$ cat config.mk
export PLATFORM = sky130hd
export DESIGN_NAME = three_wire_rtc_time_sequencer_core
export DESIGN_NICKNAME = d
export VERILOG_FILES = /design/src/rtcseq_pkg.sv /design/src/three_wire_rtc_time_sequencer_core.sv /design/src/rtcseq_step.sv
export SDC_FILE = /design/constraint.sdc
export NUM_CORES = 1
export LEC_CHECK = 0
export BUFFER_PORTS_ARGS = -buffer_cell sky130_fd_sc_hd__buf_2
export CORE_ASPECT_RATIO = 0.9
export CORE_UTILIZATION = 24
export DETAILED_ROUTE_END_ITERATION = 16
export GPL_TIMING_DRIVEN = 0
export HOLD_SLACK_MARGIN = 0.06
export PLACE_DENSITY = 0.47
export SETUP_SLACK_MARGIN = 0.4
export SYNTH_ARGS = -nofsm -noshare
export SYNTH_HDL_FRONTEND = slang
export SYNTH_SLANG_ARGS = --single-unit
$ cat constraint.sdc
create_clock -name aclk -period 7.6 [get_ports aclk]
set_clock_uncertainty 0.2 [all_clocks]
set_input_delay 0.76 -clock aclk [delete_from_list [all_inputs] [get_ports aclk]]
set_output_delay 0.76 -clock aclk [all_outputs]
set_load 0.005 [all_outputs]
$ cat src/rtcseq_pkg.sv
`timescale 1ns / 1ps
// rtcseq_pkg: types, constants and small conversion functions for the
// three-wire rtc time sequencer. no dependencies.
package rtcseq_pkg;

    typedef enum logic [3:0] {
        PH_IDLE  = 4'd0,
        PH_OPEN  = 4'd1,
        PH_ENAB  = 4'd2,
        PH_BLOW  = 4'd3,
        PH_BHIGH = 4'd4,
        PH_WEND  = 4'd5,
        PH_TR0   = 4'd6,
        PH_TR1   = 4'd7,
        PH_TR2   = 4'd8,
        PH_TR3   = 4'd9,
        PH_TR4   = 4'd10
    } rtc_phase_t;

    typedef enum logic {
        OP_SET_TIME  = 1'b0,
        OP_READ_TIME = 1'b1
    } rtc_op_t;

    localparam logic [7:0] ADDR_WP_WR   = 8'h8e;
    localparam logic [7:0] ADDR_HOUR_WR = 8'h84;
    localparam logic [7:0] ADDR_MIN_WR  = 8'h82;
    localparam logic [7:0] ADDR_SEC_WR  = 8'h80;
    localparam logic [7:0] ADDR_HOUR_RD = 8'h85;
    localparam logic [7:0] ADDR_MIN_RD  = 8'h83;
    localparam logic [7:0] ADDR_SEC_RD  = 8'h81;
    localparam logic [7:0] WP_SET_DATA  = 8'h80;

    localparam logic [2:0] LAST_FRAME_RD = 3'd2;
    localparam logic [2:0] LAST_FRAME_WR = 3'd4;

    typedef struct packed {
        rtc_phase_t  phase;
        logic [2:0]  frame_index;
        logic [4:0]  bit_count;
        logic [7:0]  shift_byte;
        logic        op_latched;
        logic [23:0] bcd_time;
        logic [23:0] read_time;
    } rtc_state_t;

    typedef struct packed {
        logic       clock_pin;
        logic       data_out;
        logic       data_drive;
        logic       enable_pin;
        logic       busy_res;
        logic       done_res;
        logic [7:0] read_hours;
        logic [7:0] read_minutes;
        logic [7:0] read_seconds;
    } rtc_result_t;

    // tens by multiply with 26/256, exact for values below 69
    function automatic logic [7:0] to_bcd(input logic [5:0] v);
        logic [10:0] prod;
        logic [2:0]  tens;
        logic [5:0]  units;
        prod  = 11'(v) * 11'd26;
        tens  = prod[10:8];
        units = 6'(v - 6'(6'(tens) * 6'd10));
        return {1'b0, tens, units[3:0]};
    endfunction

    // high nibble times ten plus low nibble, no masking
    function automatic logic [7:0] from_bcd(input logic [7:0] b);
        logic [8:0] sum;
        sum = 9'({b[7:4], 3'b000}) + 9'({b[7:4], 1'b0}) + 9'(b[3:0]);
        return sum[7:0];
    endfunction

    function automatic logic [1:0] mod3(input logic [2:0] v);
        logic [1:0] r;
        case (v)
            3'd0, 3'd3, 3'd6: r = 2'd0;
            3'd1, 3'd4, 3'd7: r = 2'd1;
            default:          r = 2'd2;
        endcase
        return r;
    endfunction

    function automatic logic [7:0] write_addr(input logic [2:0] fi);
        logic [7:0] a;
        case (fi)
            3'd1, 3'd6: a = ADDR_HOUR_WR;
            3'd2, 3'd7: a = ADDR_MIN_WR;
            3'd3:       a = ADDR_SEC_WR;
            default:    a = ADDR_WP_WR;
        endcase
        return a;
    endfunction

    function automatic logic [7:0] read_addr(input logic [2:0] fi);
        logic [7:0] a;
        case (mod3(fi))
            2'd0:    a = ADDR_HOUR_RD;
            2'd1:    a = ADDR_MIN_RD;
            default: a = ADDR_SEC_RD;
        endcase
        return a;
    endfunction

endpackage

$ cat src/three_wire_rtc_time_sequencer_core.sv
`timescale 1ns / 1ps
// three_wire_rtc_time_sequencer_core: input register, tick logic and result
// register of the three-wire rtc sequencer. uses rtcseq_pkg, rtcseq_step.
//
//  channel  direction  handshake           payload
//  s_       in         s_valid / s_ready   start_req operation hours minutes
//                                          seconds data_pin
//  m_       out        m_valid / m_ready   pin levels, busy, done, read time
//
// one transfer per cycle sustained while m_ready is high; a tick passes the
// input register, then the result register, on its way to the output.
// the sequencer state advances when a tick moves from the input register into
// the result register, so a stalled result holds the state.
// aresetn is synchronous, active low; it empties both registers and returns
// the sequencer to idle with all time registers cleared.
module three_wire_rtc_time_sequencer_core
    import rtcseq_pkg::*;
(
    input  logic       aclk,
    input  logic       aresetn,
    input  logic       s_valid,
    output logic       s_ready,
    input  logic       s_start_req,
    input  logic       s_operation,
    input  logic [4:0] s_hours,
    input  logic [5:0] s_minutes,
    input  logic [5:0] s_seconds,
    input  logic       s_data_pin,
    output logic       m_valid,
    input  logic       m_ready,
    output logic       m_clock_pin,
    output logic       m_data_out,
    output logic       m_data_drive,
    output logic       m_enable_pin,
    output logic       m_busy_res,
    output logic       m_done_res,
    output logic [7:0] m_read_hours,
    output logic [7:0] m_read_minutes,
    output logic [7:0] m_read_seconds
);

    logic        in_valid_reg;
    logic        start_req_reg;
    logic        operation_reg;
    logic [4:0]  hours_reg;
    logic [5:0]  minutes_reg;
    logic [5:0]  seconds_reg;
    logic        data_pin_reg;
    logic        m_valid_reg;
    rtc_result_t result_reg;
    rtc_result_t result_next;
    rtc_state_t  state_reg;
    rtc_state_t  state_next;
    logic        advance;
    logic        s_xfer;

    assign advance = !m_valid_reg || m_ready;
    assign s_ready = !in_valid_reg || advance;
    assign s_xfer  = s_valid && s_ready;

    rtcseq_step u_step (
        .cur_state  (state_reg),
        .start_req  (start_req_reg),
        .operation  (operation_reg),
        .hours      (hours_reg),
        .minutes    (minutes_reg),
        .seconds    (seconds_reg),
        .data_pin   (data_pin_reg),
        .next_state (state_next),
        .result     (result_next)
    );

    always_ff @(posedge aclk) begin
        if (!aresetn) begin
            in_valid_reg <= 1'b0;
        end else if (s_xfer) begin
            in_valid_reg <= 1'b1;
        end else if (advance) begin
            in_valid_reg <= 1'b0;
        end
    end

    always_ff @(posedge aclk) begin
        if (s_xfer) begin
            start_req_reg <= s_start_req;
            operation_reg <= s_operation;
            hours_reg     <= s_hours;
            minutes_reg   <= s_minutes;
            seconds_reg   <= s_seconds;
            data_pin_reg  <= s_data_pin;
        end
    end

    always_ff @(posedge aclk) begin
        if (!aresetn) begin
            m_valid_reg <= 1'b0;
            state_reg   <= '{phase: PH_IDLE, default: '0};
        end else if (advance) begin
            m_valid_reg <= in_valid_reg;
            if (in_valid_reg) begin
                state_reg <= state_next;
            end
        end
    end

    always_ff @(posedge aclk) begin
        if (advance && in_valid_reg) begin
            result_reg <= result_next;
        end
    end

    assign m_valid        = m_valid_reg;
    assign m_clock_pin    = result_reg.clock_pin;
    assign m_data_out     = result_reg.data_out;
    assign m_data_drive   = result_reg.data_drive;
    assign m_enable_pin   = result_reg.enable_pin;
    assign m_busy_res     = result_reg.busy_res;
    assign m_done_res     = result_reg.done_res;
    assign m_read_hours   = result_reg.read_hours;
    assign m_read_minutes = result_reg.read_minutes;
    assign m_read_seconds = result_reg.read_seconds;

`ifndef NO_ASSERTIONS
    // a completing tick is always part of an operation
    a_done_busy: assert property (@(posedge aclk) disable iff (!aresetn)
        m_valid_reg && m_done_res |-> m_busy_res)
        else $error("done without busy");

    // released data line never shows a driven level
    a_dout_drive: assert property (@(posedge aclk) disable iff (!aresetn)
        m_valid_reg && m_data_out |-> m_data_drive)
        else $error("data level without drive");

    // idle sequencer always restarts at the first frame
    a_idle_frame: assert property (@(posedge aclk) disable iff (!aresetn)
        state_reg.phase == PH_IDLE |-> state_reg.frame_index == 3'd0)
        else $error("idle with nonzero frame index");

    // state only moves when a tick is handed to the result register
    a_state_hold: assert property (@(posedge aclk) disable iff (!aresetn)
        !(advance && in_valid_reg) |=> $stable(state_reg))
        else $error("state changed without a tick");
`endif

endmodule

$ cat src/rtcseq_step.sv
`timescale 1ns / 1ps
// rtcseq_step: one pin tick of the sequencer, next state and pin levels
// from the current state and one input transfer. uses rtcseq_pkg.
module rtcseq_step
    import rtcseq_pkg::*;
(
    input  rtc_state_t  cur_state,
    input  logic        start_req,
    input  logic        operation,
    input  logic [4:0]  hours,
    input  logic [5:0]  minutes,
    input  logic [5:0]  seconds,
    input  logic        data_pin,
    output rtc_state_t  next_state,
    output rtc_result_t result
);

    always_comb begin
        rtc_state_t st;
        logic       clk;
        logic       dout;
        logic       drv;
        logic       en;
        logic       busy;
        logic       done;
        logic       frame_end;
        logic       rd_bit;
        logic [2:0] last;

        st        = cur_state;
        clk       = 1'b0;
        dout      = 1'b0;
        drv       = 1'b0;
        en        = 1'b0;
        busy      = 1'b1;
        done      = 1'b0;
        frame_end = 1'b0;

        if (st.phase == PH_IDLE && start_req) begin
            st.op_latched  = operation;
            st.bcd_time    = {to_bcd({1'b0, hours}), to_bcd(minutes), to_bcd(seconds)};
            st.frame_index = 3'd0;
            st.bit_count   = 5'd0;
            st.phase       = PH_OPEN;
        end

        // data byte of a read frame is sampled, the address byte is driven
        rd_bit = st.op_latched && (st.bit_count[4] || st.bit_count[3]);

        case (st.phase)
            PH_OPEN: begin
                st.phase = PH_ENAB;
            end
            PH_ENAB: begin
                en           = 1'b1;
                st.bit_count = 5'd0;
                st.shift_byte = (rtc_op_t'(st.op_latched) == OP_READ_TIME)
                              ? read_addr(st.frame_index) : write_addr(st.frame_index);
                st.phase     = PH_BLOW;
            end
            PH_BLOW: begin
                en = 1'b1;
                if (rd_bit) begin
                    st.shift_byte = {data_pin, st.shift_byte[7:1]};
                end else begin
                    drv  = 1'b1;
                    dout = st.shift_byte[0];
                end
                st.phase = PH_BHIGH;
            end
            PH_BHIGH: begin
                en  = 1'b1;
                clk = 1'b1;
                if (!rd_bit) begin
                    drv           = 1'b1;
                    dout          = st.shift_byte[0];
                    st.shift_byte = {1'b0, st.shift_byte[7:1]};
                end
                if (st.bit_count == 5'd7) begin
                    if (rtc_op_t'(st.op_latched) == OP_READ_TIME) begin
                        st.shift_byte = 8'h00;
                    end else begin
                        case (st.frame_index)
                            3'd1:    st.shift_byte = st.bcd_time[23:16];
                            3'd2:    st.shift_byte = st.bcd_time[15:8];
                            3'd3:    st.shift_byte = st.bcd_time[7:0];
                            3'd4:    st.shift_byte = WP_SET_DATA;
                            default: st.shift_byte = 8'h00;
                        endcase
                    end
                    st.bit_count = 5'd8;
                    st.phase     = PH_BLOW;
                end else if (st.bit_count >= 5'd15) begin
                    st.bit_count = 5'd0;
                    if (rtc_op_t'(st.op_latched) == OP_READ_TIME) begin
                        case (mod3(st.frame_index))
                            2'd0:    st.read_time[23:16] = from_bcd(st.shift_byte);
                            2'd1:    st.read_time[15:8]  = from_bcd(st.shift_byte);
                            default: st.read_time[7:0]   = from_bcd(st.shift_byte);
                        endcase
                        st.phase = PH_TR0;
                    end else begin
                        st.phase = PH_WEND;
                    end
                end else begin
                    st.bit_count = st.bit_count + 5'd1;
                    st.phase     = PH_BLOW;
                end
            end
            PH_WEND: begin
                clk       = 1'b1;
                frame_end = 1'b1;
            end
            PH_TR0: begin
                clk      = 1'b1;
                st.phase = PH_TR1;
            end
            PH_TR1: begin
                st.phase = PH_TR2;
            end
            PH_TR2: begin
                clk      = 1'b1;
                st.phase = PH_TR3;
            end
            PH_TR3: begin
                clk      = 1'b1;
                drv      = 1'b1;
                st.phase = PH_TR4;
            end
            PH_TR4: begin
                clk       = 1'b1;
                drv       = 1'b1;
                dout      = 1'b1;
                frame_end = 1'b1;
            end
            default: begin
                busy     = 1'b0;
                st.phase = PH_IDLE;
            end
        endcase

        last = st.op_latched ? LAST_FRAME_RD : LAST_FRAME_WR;
        if (frame_end) begin
            if (st.frame_index >= last) begin
                done           = 1'b1;
                st.frame_index = 3'd0;
                st.phase       = PH_IDLE;
            end else begin
                st.frame_index = st.frame_index + 3'd1;
                st.phase       = PH_OPEN;
            end
        end

        next_state          = st;
        result.clock_pin    = clk;
        result.data_out     = dout;
        result.data_drive   = drv;
        result.enable_pin   = en;
        result.busy_res     = busy;
        result.done_res     = done;
        result.read_hours   = st.read_time[23:16];
        result.read_minutes = st.read_time[15:8];
        result.read_seconds = st.read_time[7:0];
    end

endmodule

# Word level (Yosys, flattened, before mapping)
# Cells that the tools add are included.
op_classes:
  addsub: 7
  multipliers: 6
  magnitude_cmp: 2
  eq_ne: 20
  n_mux: 46
  n_reduce_logical: 28
op_table:
  columns: ["cell", "count"]
  rows:
  - ["2-to-1 mux 24 bit", 4]
  - ["2-to-1 mux 8 bit", 8]
  - ["one-hot mux 4 bit (9 select lines)", 1]
  - ["one-hot mux 8 bit (4 select lines)", 1]
  - ["2-to-1 mux 25 bit", 1]
  - ["one-hot mux 8 bit (3 select lines)", 1]
  - ["multiplier 6 x 4 -> 10 bit (second input constant)", 2]
  - ["equality test 4 x 3 -> 1 bit (second input constant)", 4]
  - ["2-to-1 mux 4 bit", 4]
  - ["equality test 4 bit (second input constant)", 3]
  - ["2-to-1 mux 12 bit", 1]
  - ["2-to-1 mux 2 bit", 6]
  - ["one-hot mux 4 bit (3 select lines)", 1]
  - ["OR reduction 2 bit", 6]
  - ["subtractor 4 bit", 3]
  - ["2-to-1 mux 5 bit", 2]
  - ["one-hot mux 5 bit (2 select lines)", 1]
  - ["OR reduction 10 bit", 1]
  - ["equality test 3 bit (second input constant)", 3]
  - ["multiplier 5 x 4 -> 9 bit (second input constant)", 1]
  - ["2-to-1 mux 1 bit", 9]
  - ["OR reduction 3 bit", 3]
  - ["adder 7 x 5 -> 8 bit", 1]
  - ["adder 8 x 4 -> 8 bit", 1]
  - ["29 further kinds", 41]
totals:
  reg_bits: 121
  inputBits: 24
  out_inout_bits: 32
  word_cells: 133

# Depth between registers and ports, before layout
# Gate-level depths: netlist (run 1).
logic_depth:
  depth_word: 17
  depth_mapped: 16
  ltp_nobuf: 16

# By module
# From an unflattened synthesis (run 1), not the netlist that was laid out.
hier_totals:
  hier_cells: 809
  hier_area_um2: 7767.4
modules_own_cells:
  columns: ["mod", "n_inst", "cells_each", "area_each_um2", "seq_area_each_um2"]
  rows:
  - ["three_wire_rtc_time_sequencer_core", 1, 359, 4423.0, 2922.8]
  - ["rtcseq_step", 1, 450, 3344.5, 0.0]

# Least setup slack after synthesis (run 1)
# OpenSTA, ideal clock, no wires.
synth_path:
  path_kind: "reg-to-reg"
  from: "register seconds_reg[3]"
  to: "register state_reg[52] in the netlist's numbering"
  setup_time_ps: 127
  t_arrival_ps: 3498
  required_ps: 7273
  slack_ps: 3775
  stages_incl_launch_ff: 16
  path_buffers: 0
  period_less_slack_ps: 3825
  path_cell_list: "edfxtp_1 -> ha_1 -> inv_1 -> fa_1 -> inv_1 -> ha_1 -> o21ai_0 -> a22oi_1 -> xor2_1 -> ha_1 -> fa_1 -> xor2_1 -> xnor3_1 -> a21boi_0 -> o31ai_1 -> a31oi_1"
synth_between:
  elab_chain_cells: 8
synth_lines:
  columns: ["item", "line_no", "text"]
  rows:
  - ["start, declared", "three_wire_rtc_time_sequencer_core.sv:47", "logic [5:0] seconds_reg;"]
  - ["start signal, assigned", "three_wire_rtc_time_sequencer_core.sv:89", "seconds_reg <= s_seconds;"]
  - ["multiplier 6 x 4 -> 10 bit", "rtcseq_pkg.sv:64", "prod = 11'(v) * 11'd26;"]
  - ["multiplier 3 x 3 -> 3 bit", "rtcseq_pkg.sv:66", "units = 6'(v - 6'(6'(tens) * 6'd10));"]
  - ["subtractor 4 bit *", "rtcseq_pkg.sv:66", null]
  - ["2-to-1 mux 25 bit *", "rtcseq_step.sv:39", "if (st.phase == PH_IDLE && start_req) begin"]
  - ["one-hot mux 8 bit (4 select lines) *", "rtcseq_step.sv:83", "case (st.frame_index)"]
  - ["2-to-1 mux 8 bit *", "rtcseq_step.sv:80", "if (rtc_op_t'(st.op_latched) == OP_READ_TIME) begin"]
  - ["2-to-1 mux 8 bit *", "rtcseq_step.sv:79", "if (st.bit_count == 5'd7) begin"]
  - ["one-hot mux 8 bit (3 select lines) *", "rtcseq_step.sv:50", "case (st.phase)"]
  - ["end signal, assigned", "three_wire_rtc_time_sequencer_core.sv:101", "state_reg <= state_next;"]
  - ["end, declared", "three_wire_rtc_time_sequencer_core.sv:52", "rtc_state_t state_reg;"]
# Mark *: on every way between the ends. The rest lies on a longest branch, timed or not.
# A chain may end at the register's enable or synchronous reset.

==> impl_metrics.py, run 1 <==
metrics = {
    "placement": {
        "post-dp-hpwl_mm": 13.3,
        "gp_congestion": 0.806,
        "port_buffers": 55,
    },
    "finish": {
        "syn_to_final_growth_pct": 18.8,
        "final_nets": 885,
        "largest_register_ffs": 69,
        "drive_above_1_share_pct": 16.8,
        "antenna_cells": 0,
    },
    "drt": {
        "highest_layer": "met5",
        "wl_mm": 18.6,
        "dr.pass1.iters": 5,
        "vias": 5542,
        "wl_met3_um": 888,
        "postRouteAntennaNets": 0,
        "wl_met2_mm": 7.79,
        "viasPerCell": 4.62,
        "drt_iter0_drc": 403,
        "drt-met1-wl_mm": 9.59,
        "wl_per_cell_um": 15.5,
        "drc": 0,
    },
    "clocking": {
        "cts_made_buffers": 17,
        "cts_max_level": 4,
        "ctsResizeCount": 0,
        "cts-root-buf": "clkbuf_16",
        "clkLatencyLatePin_ns": 0.43,
        "clk_pin_slew_worst_paths_ns": 0.06,
        "post_cts_buffers": 0,
        "cts_tree": "yes",
        "clock-sinks": 121,
        "holdBufCountCts": 0,
        "cts.path.max_buffers": 2,
    },
    "floorplan": {
        "initial_utilization_pct": 24.5,
        "row_count": 59,
        "io-pin-count": 56,
        "core_area_mm2": 0.0291,
        "die_w_um": 184,
        "die_y_um": 165,
        "dieArea_mm2": 0.0304,
    },
    "grt": {
        "antenna_found_initial": 1,
        "gr-total-overflow": 0,
        "first_global_vias": 5358,
        "grt_usage_pct": 13.0,
        "grt_pass1_wl_mm": 30.0,
        "grt_start_max_net_pins": 23,
    },
    "pwr": {
        "powerDensity_mw_per_mm2": 203,
        "ir_drop_mv": 0.141,
        "leakage_nw": 3.43,
    },
    "timing": {
        "hold_ws_ns": 0.260,
        "slew_headroom_pct": 32.4,
        "finalCritPeriodShare_pct": 61.8,
        "layout_min_cycle_time_ns": 4.70,
        "worstMarginPinSlew_ns": 1.01,
        "hold_viol": 0,
        "max_freq_ghz": 0.213,
        "setup_tns_ns": 0,
        "rsz0062_at_grt": "false",
        "maxSlewViolCount": 0,
        "setup_viol": 0,
    },
    "synthesis": {
        "synthArstFlopShare_pct": 0,
        "synth_top_family_by_area": "compound AO/OA/AOI/OAI gates",
        "ys_seq_elements": 121,
        "synth_top_area_cell": "edfxtp_1",
        "ys_types": 81,
        "synthMuxAreaShare_pct": 7.25,
        "avgSynthCellArea_um2": 9.95,
        "netlist_instances": 716,
        "synth_fp_nets": 810,
        "synth_top_cell_area_share_pct": 21.1,
        "ys.flop_type": "dfxtp_1",
        "synth_area_leaders": "edfxtp_1, dfxtp_1, ha_1",
        "synth_edf_count": 50,
        "synth-xor-area-share_pct": 2.79,
        "yosysWarnings": 0,
        "synth_compound_area_share_pct": 16.2,
        "synth.yosys.seq_area_share_pct": 41.0,
        "synthSimpleGateAreaFrac_pct": 14.5,
        "synth_fa_ha_area_share_pct": 13.3,
        "syn_area_mm2": 0.00713,
    },
    "worst_hold_path": {
        "hold_end": "state_reg[32]",
        "hp-class": "reg -> reg",
        "worstHoldPathCells": 2,
        "hp-start": "state_reg[32]",
    },
    "critical_path": {
        "path_max_fanout": 10,
        "r2r_start": "state_reg[65]",
        "r2r_end": "m_read_minutes[7]",
        "cp.arrival_ns": 4.67,
        "crit_required_ns": 7.57,
        "crit_path_top_delay_cell": "nor4_4",
        "start_kind": "flop",
        "worstSetupPathType": "reg -> reg",
        "r2r_setup_slack_ns": 2.90,
        "path_cells": "nor4_4, nand2_2, clkbuf_1, and2_1, ha_1, nor4bb_1, nand4bb_1, a221oi_2, nor2b_1, buf_2, mux2_2",
        "slowest_delay_ns": 0.68,
        "r2r_cells": 11,
        "crit_path_end_kind": "flop",
    },
    "job": {
        "cap_violations": 0,
    },
    "run_status": {
        "outcome": "complete, no violations",
    },
}
power breakdown:
part | internal [mW] | switching [mW] | leakage, nW
combinational | 0.105 | 0.140 | 2.13
clock | 0.445 | 0.315 | 0.256
sequential | 0.699 | 0.0147 | 1.04
cells by family after synthesis:
kind of cell,after synthesis
AOI/OAI and AO/OA,162
and+or+nand+nor,213
adders and majority gates,70
buffers and inverters,83
muxes,49
xor gates and xnor gates,18
DFF,121
per-layer routing:
layer  vias to the layer above  global-route usage, %
li1                       2755                      -
met1                      2640                   18.3
met2                       115                   18.9
met3                        30                   3.51
met4                         2                   4.85
met5                         -                      0
metrics by stage:
stage / setup WS (ns) / instances / util, % / total power, mW / cell area, µm²
after floorplan: 3.78 / 716 / - / 0.897 / 7130
after global placement: 2.90 / 1167 / 27.1 / 0.971 / 7900
after detailed placement: 2.95 / 1168 / 27.2 / 0.973 / 7930
after CTS: 2.92 / 1200 / 29.1 / 1.74 / 8460
after global routing: 2.60 / 1200 / 29.1 / 1.80 / 8460
final: 2.90 / 1200 / 29.1 / 1.72 / 8460
worst max-delay path, delay by kind of cell, from the launching register on:
family / cells / cell delay (ns)
AOI/OAI and AO/OA: 1 / 0.52
adders and majority gates: 1 / 0.25
buffers and inverters: 2 / 0.65
DFF: 1 / 0.35
muxes: 1 / 0.38
and+or+nand+nor: 6 / 2.08
how the worst max path moves through the flow:
stage	from	to	cells past startpoint	slack, ns
after floorplan	seconds_reg[3]	state_reg[52]	15	3.78
after global placement	state_reg[65]	m_read_minutes[2]	11	2.90
after detailed placement	state_reg[65]	m_read_minutes[2]	11	2.95
after CTS	state_reg[65]	m_read_minutes[7]	11	2.92
after global routing	state_reg[65]	m_read_minutes[7]	11	2.60
final	state_reg[65]	m_read_minutes[7]	11	2.90
layout by cell type (no fill, tap or decap), types with 4 or more instances in the layout:
cell | synthesis | routed
mux2i_1 | 28 | 28
a211oi_1 | 14 | 14
nor2_1 | 87 | 87
ha_1 | 60 | 60
clkinv_2 | 0 | 5
clkinvlp_4 | 0 | 4
a21o_1 | 6 | 6
a22oi_1 | 12 | 12
fa_1 | 10 | 10
nand3_1 | 6 | 6
clkbuf_16 | 0 | 17
a21oi_1 | 32 | 32
o21ai_0 | 29 | 29
edfxtp_1 | 50 | 50
and3_1 | 6 | 6
nand4_1 | 5 | 5
inv_1 | 49 | 49
buf_2 | 4 | 59
nand2_1 | 52 | 52
xnor2_1 | 12 | 12
nor2b_1 | 4 | 4
mux2_2 | 21 | 21
and2_1 | 4 | 4
clkbuf_1 | 20 | 21
o22ai_1 | 8 | 8
a31oi_1 | 8 | 8
dfxtp_1 | 71 | 71
nor3_1 | 17 | 17
o21a_1 | 6 | 6
nand2b_1 | 7 | 7
Yosys cell counts, types with 17 or more instances:
| master | instances |
|---|---|
| a21oi_1 | 32 |
| clkbuf_1 | 20 |
| dfxtp_1 | 71 |
| edfxtp_1 | 50 |
| ha_1 | 60 |
| inv_1 | 49 |
| mux2_2 | 21 |
| mux2i_1 | 28 |
| nand2_1 | 52 |
| nor2_1 | 87 |
| nor3_1 | 17 |
| o21ai_0 | 29 |
final cells by class:
cell class / instances / area (µm²)
tap: 396 / 495
timing repair buffer: 56 / 303
multi-input combinational: 512 / 3850
fill: 3123 / 20600
inverter: 50 / 188
sequential: 121 / 2920
buffer: 33 / 164
clock inverter: 13 / 106
clock buffer: 19 / 433
Power figures use the tool's default switching activity.
==> inputs of run 2 (changes only) <==
--- a/config.mk
+++ b/config.mk
@@ -5,6 +5,7 @@
 export SDC_FILE = /design/constraint.sdc
 export NUM_CORES = 1
 export LEC_CHECK = 0
+export ABC_AREA = 1
 export BUFFER_PORTS_ARGS = -buffer_cell sky130_fd_sc_hd__buf_2
 export CORE_ASPECT_RATIO = 0.9
 export CORE_UTILIZATION = 24
==> constraint.sdc (replaced) <==
create_clock -name aclk -period 4.6 [get_ports aclk]
set_clock_uncertainty 0.2 [all_clocks]
set_input_delay 0.46 -clock aclk [delete_from_list [all_inputs] [get_ports aclk]]
set_output_delay 0.46 -clock aclk [all_outputs]
set_load 0.005 [all_outputs]
==> impl_metrics.py, run 2 <==
metrics = {
    "clocking": {
        "cts_made_buffers": 17,
        "cts_max_level": 4,
        "clock-sinks": 121,
        "cts_tree": "yes",
        "clk_pin_slew_worst_paths_ns": 0.07,
        "clkLatencyLatePin_ns": 0.43,
        "cts-root-buf": "clkbuf_16",
        "cts.path.max_buffers": 2,
    },
    "timing": {
        "setup_viol": 0,
        "rsz0062_at_grt": "false",
        "setup_tns_ns": 0,
        "worstMarginPinSlew_ns": 1.05,
        "slew_headroom_pct": 29.7,
        "hold_ws_ns": 0.123,
        "finalCritPeriodShare_pct": 85.4,
        "hold_viol": 0,
        "max_freq_ghz": 0.255,
        "layout_min_cycle_time_ns": 3.93,
        "maxSlewViolCount": 0,
    },
    "critical_path": {
        "r2r_setup_slack_ns": 0.67,
        "r2r_end": "m_read_seconds[0]",
        "crit_required_ns": 4.58,
        "start_kind": "flop",
        "worstSetupPathType": "reg -> reg",
        "r2r_cells": 16,
        "cp.arrival_ns": 3.91,
        "r2r_start": "state_reg[68]",
        "crit_path_end_kind": "flop",
        "path_max_fanout": 10,
    },
    "synthesis": {
        "synth_top_family_by_area": "simple AND/OR/NAND/NOR gates",
        "synth-xor-area-share_pct": 0.872,
        "netlist_instances": 877,
        "synthSimpleGateAreaFrac_pct": 20.7,
        "ys_seq_elements": 121,
        "ys.flop_type": "dfxtp_1",
        "synthArstFlopShare_pct": 0,
        "synth_area_leaders": "edfxtp_1, dfxtp_1, ha_1",
        "avgSynthCellArea_um2": 8.02,
        "synth.yosys.seq_area_share_pct": 41.6,
        "syn_area_mm2": 0.00703,
        "synth_edf_count": 50,
        "synth_fp_nets": 971,
        "synth_top_area_cell": "edfxtp_1",
        "synth_top_cell_area_share_pct": 21.3,
        "synth_fa_ha_area_share_pct": 13.5,
        "yosysWarnings": 0,
        "synthTopCellsByCount": "nand2_1, inv_1, nor2_1, dfxtp_1, ha_1",
        "ys_types": 48,
        "synth_most_common_cell": "nand2_1",
        "synth_compound_area_share_pct": 13.6,
        "synthMuxAreaShare_pct": 0,
    },
    "grt": {
        "grt_usage_pct": 13.2,
        "first_global_vias": 5777,
        "grt_pass1_wl_mm": 30.5,
        "gr-total-overflow": 0,
        "antenna_found_initial": 0,
        "grt_start_max_net_pins": 37,
    },
    "placement": {
        "gp_congestion": 0.890,
        "port_buffers": 55,
        "post-place-cells": 1329,
        "place_area_mm2": 0.00783,
        "post-dp-hpwl_mm": 13.7,
    },
    "pwr": {
        "clkPwrFrac_pct": 46.4,
        "powerDensity_mw_per_mm2": 359,
        "leakage_nw": 4.23,
        "intPower_mw": 2.24,
        "power.switching_uw": 904,
        "seqPwrFrac_pct": 38.5,
        "power.share.combinational_pct": 15.1,
        "p_sw_share_pct": 28.7,
        "ir_drop_mv": 0.225,
    },
    "finish": {
        "antenna_cells": 0,
        "final_common_cell": "nand2_1",
        "largest_register_ffs": 69,
        "syn_to_final_growth_pct": 24.7,
        "drive_above_1_share_pct": 14.3,
        "final_nets": 1077,
        "final_cell_mix": "nand2_1, inv_1, nor2_1, dfxtp_1, ha_1",
        "layoutNonFillerInstCount": 1392,
        "stdcell_area_mm2": 0.00877,
    },
    "drt": {
        "drt_iter0_drc": 465,
        "wl_mm": 18.7,
        "wl_per_cell_um": 13.4,
        "drc": 2,
        "dr.pass1.iters": 11,
        "vias": 6009,
        "postRouteAntennaNets": 0,
        "viasPerCell": 4.32,
    },
    "floorplan": {
        "core_area_mm2": 0.0289,
        "die_w_um": 182,
        "initial_utilization_pct": 24.4,
        "die_y_um": 164,
        "io-pin-count": 56,
        "dieArea_mm2": 0.0300,
        "row_count": 59,
    },
    "worst_hold_path": {
        "hp-start": "s_valid",
        "hp-class": "in -> reg",
        "worstHoldPathCells": 3,
        "hold_end": "in_valid_reg",
    },
    "job": {
        "cap_violations": 0,
    },
    "run_status": {
        "violations": "DRC",
        "outcome": "finished with violations",
    },
}
## run 2: cell types whose count changed in the layout (fill, tap and decap cells not counted), sizes merged, moves of 23 or more
cell   delta
mux2i    -28
nand2   +131
inv     +113
o21ai    +60
nand3    +36
a21oi    +23
## run 2: what timing repair did
action                                 CTS  global route
pin swaps                                0             3
setup endpoints to repair                4            26
hold buffers                            20             0
resized for setup                        1            12
endpoints found under the hold margin   20             0
setup buffers                            0            11
## run 2: cell type report
| type | count | area [µm²] |
|---|---|---|
| clock buffer | 17 | 425 |
| multi-input combinational | 578 | 3460 |
| inverter | 154 | 586 |
| buffer | 24 | 109 |
| timing repair buffer | 87 | 578 |
| fill | 3115 | 20100 |
| clock inverter | 15 | 203 |
| tap | 396 | 495 |
| sequential | 121 | 2920 |
## run 2: cells by family after synthesis
group	after synthesis
AO/OA/AOI/OAI	172
XOR/XNOR	7
adder cells (fa/ha/maj)	70
buffers and inverters	178
flip-flops	121
AND/OR/NAND/NOR	329
## run 2: worst max-delay path by stage
stage | from | end | slack (ns) | cells past startpoint
6_report | state_reg[68] | m_read_seconds[0] | 0.67 | 16
5_1_grt | minutes_reg[2] | state_reg[52] | 0.42 | 21
2_1_floorplan | seconds_reg[2] | state_reg[52] | 1.03 | 21
3_5_place_dp | state_reg[67] | state_reg[22] | 0.38 | 19
3_3_place_gp | state_reg[67] | state_reg[22] | 0.36 | 19
4_1_cts | state_reg[67] | state_reg[22] | 0.42 | 19
## run 2: power groups by stage
stage	clock [mW]	combinational, mW	sequential (mW)
after floorplan	0	0.317	1.23
after global placement	0	0.443	1.24
after detailed placement	0	0.450	1.24
after CTS	1.49	0.465	1.21
after global routing	1.54	0.558	1.22
final	1.46	0.476	1.21
## run 2: per-layer routing
layer / track usage, % / vias to the layer above / share of wire [%] / routed length, µm
met5: 0 / - / 0 / 0
met1: 17.9 / 2787 / 50 / 9390
met3: 3.02 / 14 / 4.4 / 827
met4: 3.40 / 0 / 0.71 / 133
met2: 21.1 / 114 / 45 / 8360
li1: - / 3094 / - / -
## run 2: worst max-delay path: stages (launching register included)
cell,delay (ns)
dfxtp_1,0.37
nor2_4,0.18
nand4_4,0.16
buf_4,0.19
clkbuf_2,0.21
buf_2,0.26
nand2_1,0.17
inv_1,0.08
ha_1,0.22
ha_1,0.31
inv_1,0.29
nand3_1,0.19
nor3_2,0.22
nand3_2,0.17
buf_6,0.19
o21ai_1,0.19
inv_1,0.07
## run 2: metrics by stage
stage / worst slack, ns / util, % / power (mW)
2_1_floorplan: 1.03 / - / 1.55
3_3_place_gp: 0.359 / 27.0 / 1.68
3_5_place_dp: 0.379 / 27.1 / 1.69
4_1_cts: 0.420 / 30.0 / 3.17
5_1_grt: 0.424 / 30.4 / 3.32
6_report: 0.673 / 30.4 / 3.15
==> inputs of run 3 (changes only) <==
==> constraint.sdc (replaced) <==
create_clock -name aclk -period 3.75 [get_ports aclk]
set_clock_uncertainty 0.2 [all_clocks]
set_input_delay 0.375 -clock aclk [delete_from_list [all_inputs] [get_ports aclk]]
set_output_delay 0.375 -clock aclk [all_outputs]
set_load 0.005 [all_outputs]
==> impl_metrics.py, run 3 (synthesis gave the netlist of run 2 again) <==
metrics = {
    "run_status": {
        "outcome": "finished with violations",
        "violations": "setup timing",
    },
    "finish": {
        "antenna_cells": 0,
        "final_cell_mix": "nand2_1, inv_1, dfxtp_1",
        "fin_util_pct": 34.4,
        "drive_above_1_share_pct": 31.5,
        "final_common_cell": "nand2_1",
        "stdcell_area_mm2": 0.00992,
        "syn_to_final_growth_pct": 41.1,
        "largest_register_ffs": 69,
        "fillers": 3030,
        "final_nets": 1143,
    },
    "floorplan": {
        "core_area_mm2": 0.0289,
        "dieArea_mm2": 0.0300,
        "row_count": 59,
        "io-pin-count": 56,
        "die_w_um": 182,
        "die_y_um": 164,
        "initial_utilization_pct": 24.4,
    },
    "timing": {
        "layout_min_cycle_time_ns": 3.79,
        "setup_slack_ns": -0.0356,
        "setup_viol": 1,
        "max_freq_ghz": 0.264,
        "worstMarginPinSlew_ns": 0.940,
        "hold_viol": 0,
        "maxSlewViolCount": 0,
        "setup_tns_ns": -0.0356,
        "finalCritPeriodShare_pct": 101,
        "rsz0062_at_grt": "true",
        "slew_headroom_pct": 37.3,
    },
    "pwr": {
        "leakage_nw": 4.57,
        "p_total_mw": 3.96,
        "ir_drop_mv": 0.258,
        "powerDensity_mw_per_mm2": 399,
    },
    "critical_path": {
        "worst-path-buf-inv": 9,
        "cp.arrival_ns": 3.94,
        "slowest_delay_ns": 0.42,
        "start_kind": "flop",
        "worstSetupPathType": "reg -> reg",
        "path_cells": "buf_6, ha_4, fa_1, ha_1, nand2_1, o21ai_2, nand2_2, nand2_2, nand2_2, buf_4, buf_4, buf_4, buf_4, buf_4, buf_4, buf_4, buf_4, nand3_2, nand2_2, nand2_2, nand4_1, nand3_1, nand2_1, a21oi_1",
        "critical-path-top-delay-family": "buffers and inverters",
        "crit_path_end_kind": "flop",
        "crit_required_ns": 3.90,
        "crit_path_top_delay_cell": "edfxtp_1",
        "path_max_fanout": 3,
        "cpMostUsedCell": "buf_4",
    },
    "clocking": {
        "cts.path.max_buffers": 2,
        "cts_tree": "yes",
        "clock-sinks": 121,
        "clk_pin_slew_worst_paths_ns": 0.07,
        "cts-root-buf": "clkbuf_16",
        "clkLatencyLatePin_ns": 0.43,
        "cts_max_level": 4,
        "cts_made_buffers": 17,
    },
    "grt": {
        "grt_usage_pct": 14.0,
        "grt_pass1_wl_mm": 32.4,
        "antenna_found_initial": 0,
        "first_global_vias": 6213,
        "gr-total-overflow": 0,
        "grt_start_max_net_pins": 37,
    },
    "drt": {
        "wl_per_cell_um": 13.8,
        "wl_mm": 20.1,
        "drc": 0,
        "postRouteAntennaNets": 0,
        "dr.pass1.iters": 5,
        "viasPerCell": 4.41,
        "vias": 6424,
        "drt_iter0_drc": 425,
    },
    "placement": {
        "place_area_mm2": 0.00784,
        "port_buffers": 55,
        "post-dp-hpwl_mm": 13.6,
        "gp_congestion": 0.897,
        "post-place-ws_ns": -0.326,
    },
    "job": {
        "cap_violations": 0,
    },
    "worst_hold_path": {
        "hp-class": "in -> reg",
    },
}
==> run 3: repair_timing <==
action                                 4_1_cts  5_1_grt
gates cloned                                 0        2
resized for setup                           94       89
pin swaps                                   43       55
hold buffers                                22        0
endpoints found under the hold margin       22        0
buffers inserted                            59       14
setup endpoints to repair                   59       56
==> run 3: final timing paths <==
kind                                      from             to  slack (ns)  depth (start not counted)
worst min-delay path                   aresetn   state_reg[8]        0.17                          5
worst max register to register  seconds_reg[2]  state_reg[52]       -0.04                         24
worst max-delay path            seconds_reg[2]  state_reg[52]       -0.04                         24
worst min register to register   state_reg[46]  state_reg[46]        0.24                          2
==> run 3: final cells by class <==
cell class                      instances  area [µm²]  share of cell area [%]
Tap cell                              396         495                    4.99
Multi-Input combinational cell        579        4070                    41.0
Timing Repair Buffer                  152        1110                    11.2
Sequential cell                       121        2930                    29.6
Clock buffer                           17         425                    4.29
Buffer                                 24         133                    1.34
Clock inverter                         15         151                    1.53
Inverter                              154         603                    6.08
==> run 3: metal layers <==
layer / vias to the layer above / share of wire (%) / wire, µm / global-route usage [%]
met5: - / 0 / 0 / 0
met4: 0 / 0.73 / 148 / 4.39
met3: 11 / 3.2 / 650 / 2.49
met2: 116 / 49 / 9780 / 23.4
met1: 3051 / 47 / 9560 / 18.3
li1: 3246 / - / - / -
==> run 3: worst min-delay path: stages <==
cell      delay [ns]
buf_2           0.12
clkinv_1        0.10
a21oi_1         0.05
o21ai_1         0.07
inv_1           0.04
==> run 3: per-stage QoR <==
stage / hold slack [ns] / cells
floorplan: 0.216 / 877
global placement: 0.224 / 1328
detailed placement: 0.229 / 1329
CTS: 0.158 / 1442
global route: 0.178 / 1458
finish: 0.170 / 1458
==> run 3: where the power goes <==
group | switching [mW] | leakage (nW) | internal (mW) | total [mW]
Sequential | 0.0382 | 1.07 | 1.45 | 1.49
Clock | 0.737 | 0.278 | 0.885 | 1.62
Combinational | 0.466 | 3.23 | 0.391 | 0.857
